--- src/rtl/e2q_pkg.sv ---
// package: payload types, cordic constants and sequencer states for the euler to quaternion core
package e2q_pkg;

    localparam int FRAC_BITS    = 30;
    localparam int CORDIC_STEPS = 30;
    localparam int STEP_W       = 5;
    localparam int CW           = 34;  // cordic datapath width (q30 plus headroom)

    localparam logic signed [CW-1:0] CORDIC_GAIN = 34'sd652032874;
    localparam logic signed [CW-1:0] HALF_PI_Q30 = 34'sd1686629713;
    localparam logic signed [CW-1:0] PI_Q30      = 34'sd3373259426;

    typedef struct packed {
        logic signed [15:0] yaw_angle;
        logic signed [15:0] pitch_angle;
        logic signed [15:0] roll_angle;
    } t_in_word;

    typedef struct packed {
        logic signed [15:0] quat_w;
        logic signed [15:0] quat_x;
        logic signed [15:0] quat_y;
        logic signed [15:0] quat_z;
    } t_out_word;

    typedef enum logic [2:0] {
        ST_IDLE,
        ST_CORDIC,
        ST_PROD,
        ST_SUM,
        ST_DOT,
        ST_OUT
    } t_state;

    function automatic logic signed [CW-1:0] atan_lut(input logic [STEP_W-1:0] idx);
        logic signed [CW-1:0] v;
        unique case (idx)
            5'd0:  v = 34'sd843314856;
            5'd1:  v = 34'sd497837829;
            5'd2:  v = 34'sd263043836;
            5'd3:  v = 34'sd133525158;
            5'd4:  v = 34'sd67021686;
            5'd5:  v = 34'sd33543515;
            5'd6:  v = 34'sd16775850;
            5'd7:  v = 34'sd8388437;
            5'd8:  v = 34'sd4194282;
            5'd9:  v = 34'sd2097149;
            5'd10: v = 34'sd1048575;
            5'd11: v = 34'sd524287;
            5'd12: v = 34'sd262143;
            5'd13: v = 34'sd131071;
            5'd14: v = 34'sd65535;
            5'd15: v = 34'sd32767;
            5'd16: v = 34'sd16383;
            5'd17: v = 34'sd8191;
            5'd18: v = 34'sd4095;
            5'd19: v = 34'sd2047;
            5'd20: v = 34'sd1023;
            5'd21: v = 34'sd511;
            5'd22: v = 34'sd255;
            5'd23: v = 34'sd127;
            5'd24: v = 34'sd63;
            5'd25: v = 34'sd31;
            5'd26: v = 34'sd15;
            5'd27: v = 34'sd8;
            5'd28: v = 34'sd4;
            5'd29: v = 34'sd2;
            default: v = '0;
        endcase
        return v;
    endfunction

endpackage

--- src/rtl/e2q_cordic.sv ---
// shared cordic rotator: one micro-rotation per cycle, sine and cosine of one half angle
module e2q_cordic (
    input  logic                              i_clk,
    input  logic                              i_rst_n,
    input  logic                              i_start,
    input  logic signed [e2q_pkg::CW-1:0]     i_angle,
    output logic                              o_done,
    output logic signed [e2q_pkg::CW-1:0]     o_sin,
    output logic signed [e2q_pkg::CW-1:0]     o_cos
);
    logic signed [e2q_pkg::CW-1:0] r_x, r_y, r_z, n_x, n_y, n_z, w_fold;
    logic                          r_neg, n_neg, r_busy, n_busy, w_fneg;
    logic [e2q_pkg::STEP_W-1:0]    r_step, n_step;

    always_comb begin
        w_fold = i_angle;
        w_fneg = 1'b0;
        if (i_angle > e2q_pkg::HALF_PI_Q30) begin
            w_fold = i_angle - e2q_pkg::PI_Q30;
            w_fneg = 1'b1;
        end else if (i_angle < -e2q_pkg::HALF_PI_Q30) begin
            w_fold = i_angle + e2q_pkg::PI_Q30;
            w_fneg = 1'b1;
        end
    end

    always_comb begin
        n_x = r_x; n_y = r_y; n_z = r_z; n_neg = r_neg;
        n_busy = r_busy; n_step = r_step;
        if (i_start) begin
            n_x = e2q_pkg::CORDIC_GAIN; n_y = '0; n_z = w_fold; n_neg = w_fneg;
            n_busy = 1'b1; n_step = '0;
        end else if (r_busy) begin
            if (!r_z[e2q_pkg::CW-1]) begin
                n_x = r_x - (r_y >>> r_step);
                n_y = r_y + (r_x >>> r_step);
                n_z = r_z - e2q_pkg::atan_lut(r_step);
            end else begin
                n_x = r_x + (r_y >>> r_step);
                n_y = r_y - (r_x >>> r_step);
                n_z = r_z + e2q_pkg::atan_lut(r_step);
            end
            n_step = r_step + 1'b1;
            if (r_step == e2q_pkg::STEP_W'(e2q_pkg::CORDIC_STEPS - 1)) n_busy = 1'b0;
        end
    end

    always_ff @(posedge i_clk) begin
        if (!i_rst_n) begin
            r_busy <= 1'b0;
            r_step <= '0;
        end else begin
            r_busy <= n_busy;
            r_step <= n_step;
        end
        r_x <= n_x; r_y <= n_y; r_z <= n_z; r_neg <= n_neg;
    end

    assign o_done = r_busy && (r_step == e2q_pkg::STEP_W'(e2q_pkg::CORDIC_STEPS - 1));
    // results valid the cycle after o_done
    assign o_cos  = r_neg ? -r_x : r_x;
    assign o_sin  = r_neg ? -r_y : r_y;

    a_step_range: assert property (@(posedge i_clk) disable iff (!i_rst_n)
        r_busy |-> r_step < e2q_pkg::STEP_W'(e2q_pkg::CORDIC_STEPS))
        else $error("cordic step out of range");
    a_done_idle: assert property (@(posedge i_clk) disable iff (!i_rst_n)
        o_done && !i_start |=> !r_busy)
        else $error("cordic busy after last step");
    a_start_busy: assert property (@(posedge i_clk) disable iff (!i_rst_n)
        i_start |=> r_busy && r_step == '0)
        else $error("cordic did not start");
endmodule

--- config.mk ---
export PLATFORM = sky130hd
export DESIGN_NAME = e2q_cordic
export DESIGN_NICKNAME = d
export VERILOG_FILES = /design/src/rtl/e2q_pkg.sv /design/src/rtl/e2q_cordic.sv
export SDC_FILE = /design/constraint.sdc
export NUM_CORES = 1
export LEC_CHECK = 0
export BUFFER_PORTS_ARGS = -buffer_cell sky130_fd_sc_hd__buf_2
export CAP_MARGIN = 10
export CORE_MARGIN = 2
export CORE_UTILIZATION = 40
export DETAILED_ROUTE_END_ITERATION = 6
export PLACE_DENSITY_LB_ADDON = 0.05
export SYNTH_ARGS = -nofsm -noshare
export SYNTH_HDL_FRONTEND = slang
export SYNTH_SLANG_ARGS = --single-unit
--- constraint.sdc ---
create_clock -name i_clk -period 6 [get_ports i_clk]
set_input_delay 0.9 -clock i_clk [delete_from_list [all_inputs] [get_ports i_clk]]
set_output_delay 0.9 -clock i_clk [all_outputs]
set_load 0.01 [all_outputs]
==> metrics.csv <==
stage,metric,value,unit
status,status,"complete, no violations",
setup_path,Worst Path Required,6.39,ns
timing,final max-slew violation count,0,
global_route,global-route wire length before repair,119000,um
worst_hold_path,hold_sp,r_y[0],
setup_path,Setup crit end kind,flip-flop,
clocking,CTS tree,yes,
power_and_ir_drop,worst vdd ir,0.341,mV
synthesis,main combinational cell family by area after synthesis,compound AO/OA/AOI/OAI gates,
detailed_routing,via density per instance,6.02,
floorplan,Die Wd,227,um
power_and_ir_drop,Internal Power,7.19,mW
synthesis,Yosys reg bits,139,
clocking,clock latency at the later pin of the worst-skew pair,0.51,ns
synthesis,Synth area leader,dfxtp_1,
timing,Final Hold Fails,0,
detailed_routing,Wirelength per Cell,23.2,um
setup_path,r2r endpoint,r_x[33],
power_and_ir_drop,Power Total,14.1,mW
flow_run,maxcap violations,0,
clocking,clock-pin slew on the worst setup and hold paths,0.08,ns
setup_path,CP arrival,6.28,ns
finish,Nets,2939,
detailed_routing,# DRC,0,
timing,RSZ-0062 raised after global routing,true,
synthesis,top area cells in the synthesized netlist,"dfxtp_1 (10%), mux4_2 (8.1%), xnor2_1 (7.7%)",
placement,GPL Wtd Cong,0.942,
timing,Worst Tran Pin Value,1.11,ns
clocking,TritonCTS Buffers,17,
synthesis,Gate Count Post-Synth,2487,
floorplan,initial cell density of the core,40.6,%
worst_hold_path,hold depth,2,
setup_path,FF-to-FF setup slack,0.12,ns
setup_path,Reg2Reg Depth,25,
synthesis,area fraction in compound gates after synthesis,24.6,%
timing,min Tclk post-route,5.88,ns
detailed_routing,drt total wl,80200,um
timing,Hold WS,0.566,ns
placement,IO buf count,105,
synthesis,Post-Syn Area,19900,um2
timing,period utilisation layout,98.0,%
placement,HPWL after detailed placement,61900,um
power_and_ir_drop,sequential share of power,12.3,%
finish,layout cells sized above 1,24.8,%
synthesis,share of flip-flops with an asynchronous set or reset,0,%
setup_path,Crit-path slowest cell,mux4_2,
synthesis,yosys warns,0,
synthesis,most frequent cells after synthesis,"nor2_1 (244), nand2_1 (211), a21oi_1 (201)",
detailed_routing,DRT iter0 DRCs,1620,
clocking,clk sinks,139,
synthesis,Post-synth EDFFs,35,
setup_path,"Largest stage delay, worst path",0.56,ns
clocking,clock root buffer,clkbuf_16,
timing,setup slack after layout,0.118,ns
setup_path,Setup CP Type,flip-flop to flip-flop,
floorplan,Die Y,227,um
worst_hold_path,Hold WC Path Type,flip-flop to flip-flop,
synthesis,post-synthesis mux area share,16.3,%
finish,ant diodes,0,
synthesis,sequential fraction of the synthesis area,15.7,%
power_and_ir_drop,sw frac,48.9,%
synthesis,XOR/XNOR share of the synthesized area,12.1,%
clocking,Post-CTS Hold Fix Bufs,0,
worst_hold_path,WHS Endpoint,r_y[0],
setup_path,Crit Path Max Fanout,7,
synthesis,Synth Area in Simple Gates,17.5,%
clocking,CTS H-tree depth,4,
synthesis,top_reg_cell synth,dfxtp_1,
detailed_routing,Final ANT Viol Nets,0,
power_and_ir_drop,combinational power share,79.7,%
synthesis,Synth Area in Adders,7.58,%
global_route,largest net degree at the start of global routing,69,
clocking,Clock Tree Buf Depth,2,
detailed_routing,drt pass-1 iters,5,
global_route,grt ovf,0,
synthesis,most frequent cell after synthesis,nor2_1,
power_and_ir_drop,leakage power,10.3,nW
global_route,Total GRT Usage,30.6,%
timing,final setup fails,0,
synthesis,Post-Syn Nets,2643,
timing,Slew headroom,26.0,%
detailed_routing,vias,20800,
synthesis,post-synth top area share,10.4,%
power_and_ir_drop,pwr/cell area,579,nW/um2
power_and_ir_drop,Clock Power Share,8.1,%
synthesis,"Distinct cells, synth",99,
setup_path,startpoint types,flip-flop,
setup_path,"CP delay by family, top",simple AND/OR/NAND/NOR gates,
timing,Max Fclk,170,MHz
floorplan,Die Area,51600,um2
finish,area grow syn2layout,22.1,%
power_and_ir_drop,Sw Pwr,6.90,mW
placement,Place WS,-0.227,ns
synthesis,"Avg Cell Area, Syn",8.02,um2
global_route,initial antenna violation count,0,
floorplan,row cnt,81,
global_route,vias in the first global route,19900,
timing,Max Clock Skew,0.0209,ns
setup_path,crit path buf inv count,4,
setup_path,Reg-to-Reg Start,r_step[1],
finish,final core occ,49.6,%
floorplan,core area,49100,um2
floorplan,number of I/O pins,106,
-- per-layer routing --
| metal | vias to the layer above | part of all wire, % | track usage [%] |
|---|---|---|---|
| li1 | 9835 | - | - |
| met1 | 10200 | 42 | 38.2 |
| met2 | 678 | 49 | 52.8 |
| met3 | 149 | 5.0 | 3.72 |
| met4 | 0 | 4.1 | 13.5 |
| met5 | - | 0 | 0 |
-- what timing repair did --
action                     CTS  global route
setup endpoints to repair   11            17
pin swaps                    7            47
setup buffers                3            46
cloned                       1             2
resized for setup           17            87
-- worst reg2reg max path, delay by kind of cell (launching register included) --
family | cells | cell delay [ns]
XOR/XNOR | 1 | 0.18
multiplexers | 3 | 1.41
adder cells (fa/ha/maj) | 1 | 0.36
buffers and inverters | 4 | 0.57
AND/OR/NAND/NOR | 8 | 1.58
AO/OA/AOI/OAI | 8 | 1.27
flip-flops | 1 | 0.41
-- cell usage in the layout, fill, tap and decap left out, types with 72 or more instances in the layout --
cell and count:
ha_1 115, inv_1 72, mux4_2 80, buf_2 105
nor2_1 240, xnor2_1 174, nand2_1 209, o21ai_0 131
mux2i_1 86, xor2_1 100, dfxtp_1 98, a21oi_1 199
buf_4 350
-- power by group through the flow --
| stage | combinational [mW] | clock [mW] | sequential, mW |
|---|---|---|---|
| 3_3_place_gp | 10.4 | 0 | 1.73 |
| 4_1_cts | 10.6 | 1.17 | 1.71 |
| 2_1_floorplan | 7.09 | 0 | 1.48 |
| 5_1_grt | 12.3 | 1.20 | 1.76 |
| 6_report | 11.2 | 1.14 | 1.73 |
| 3_5_place_dp | 10.5 | 0 | 1.73 |
-- worst max path at each step --
stage | startpoint | end | slack [ns] | cells past startpoint
finish | r_step[1] | r_x[33] | 0.12 | 25
CTS | r_step[1] | r_x[32] | 0.003 | 25
global placement | r_step[0] | r_y[33] | -0.13 | 23
floorplan | r_step[1] | r_y[33] | -0.03 | 28
global route | r_step[1] | r_x[33] | -0.11 | 23
detailed placement | r_step[1] | r_x[32] | -0.23 | 25
-- layout make-up --
cell class,count,area [um2]
clock buffer,20,479
tap,664,831
timing repair buffer,475,3550
fill,4923,24700
clock inverter,12,114
multi-input combinational,2074,15900
sequential,139,3150
inverter,76,285
-- through the flow --
| step | cells | setup TNS (ns) | cell area, um2 |
|---|---|---|---|
| 6_report | 3460 | 0 | 24300 |
| 3_5_place_dp | 3376 | -1.18 | 22900 |
| 2_1_floorplan | 2487 | -0.0308 | 19900 |
| 3_3_place_gp | 3376 | -0.553 | 22900 |
| 4_1_cts | 3412 | 0 | 23600 |
| 5_1_grt | 3460 | -0.545 | 24300 |
-- cell families (layout without fill, tap and decap cells) --
| group | Yosys count | after routing |
|---|---|---|
| buffers and inverters | 274 | 583 |
| AO/OA/AOI/OAI | 751 | 751 |
| XOR/XNOR | 275 | 275 |
| adder cells (fa/ha/maj) | 119 | 119 |
| flip-flops | 139 | 139 |
| AND/OR/NAND/NOR | 728 | 728 |
| multiplexers | 201 | 201 |
(Power assumes the default switching activity.)
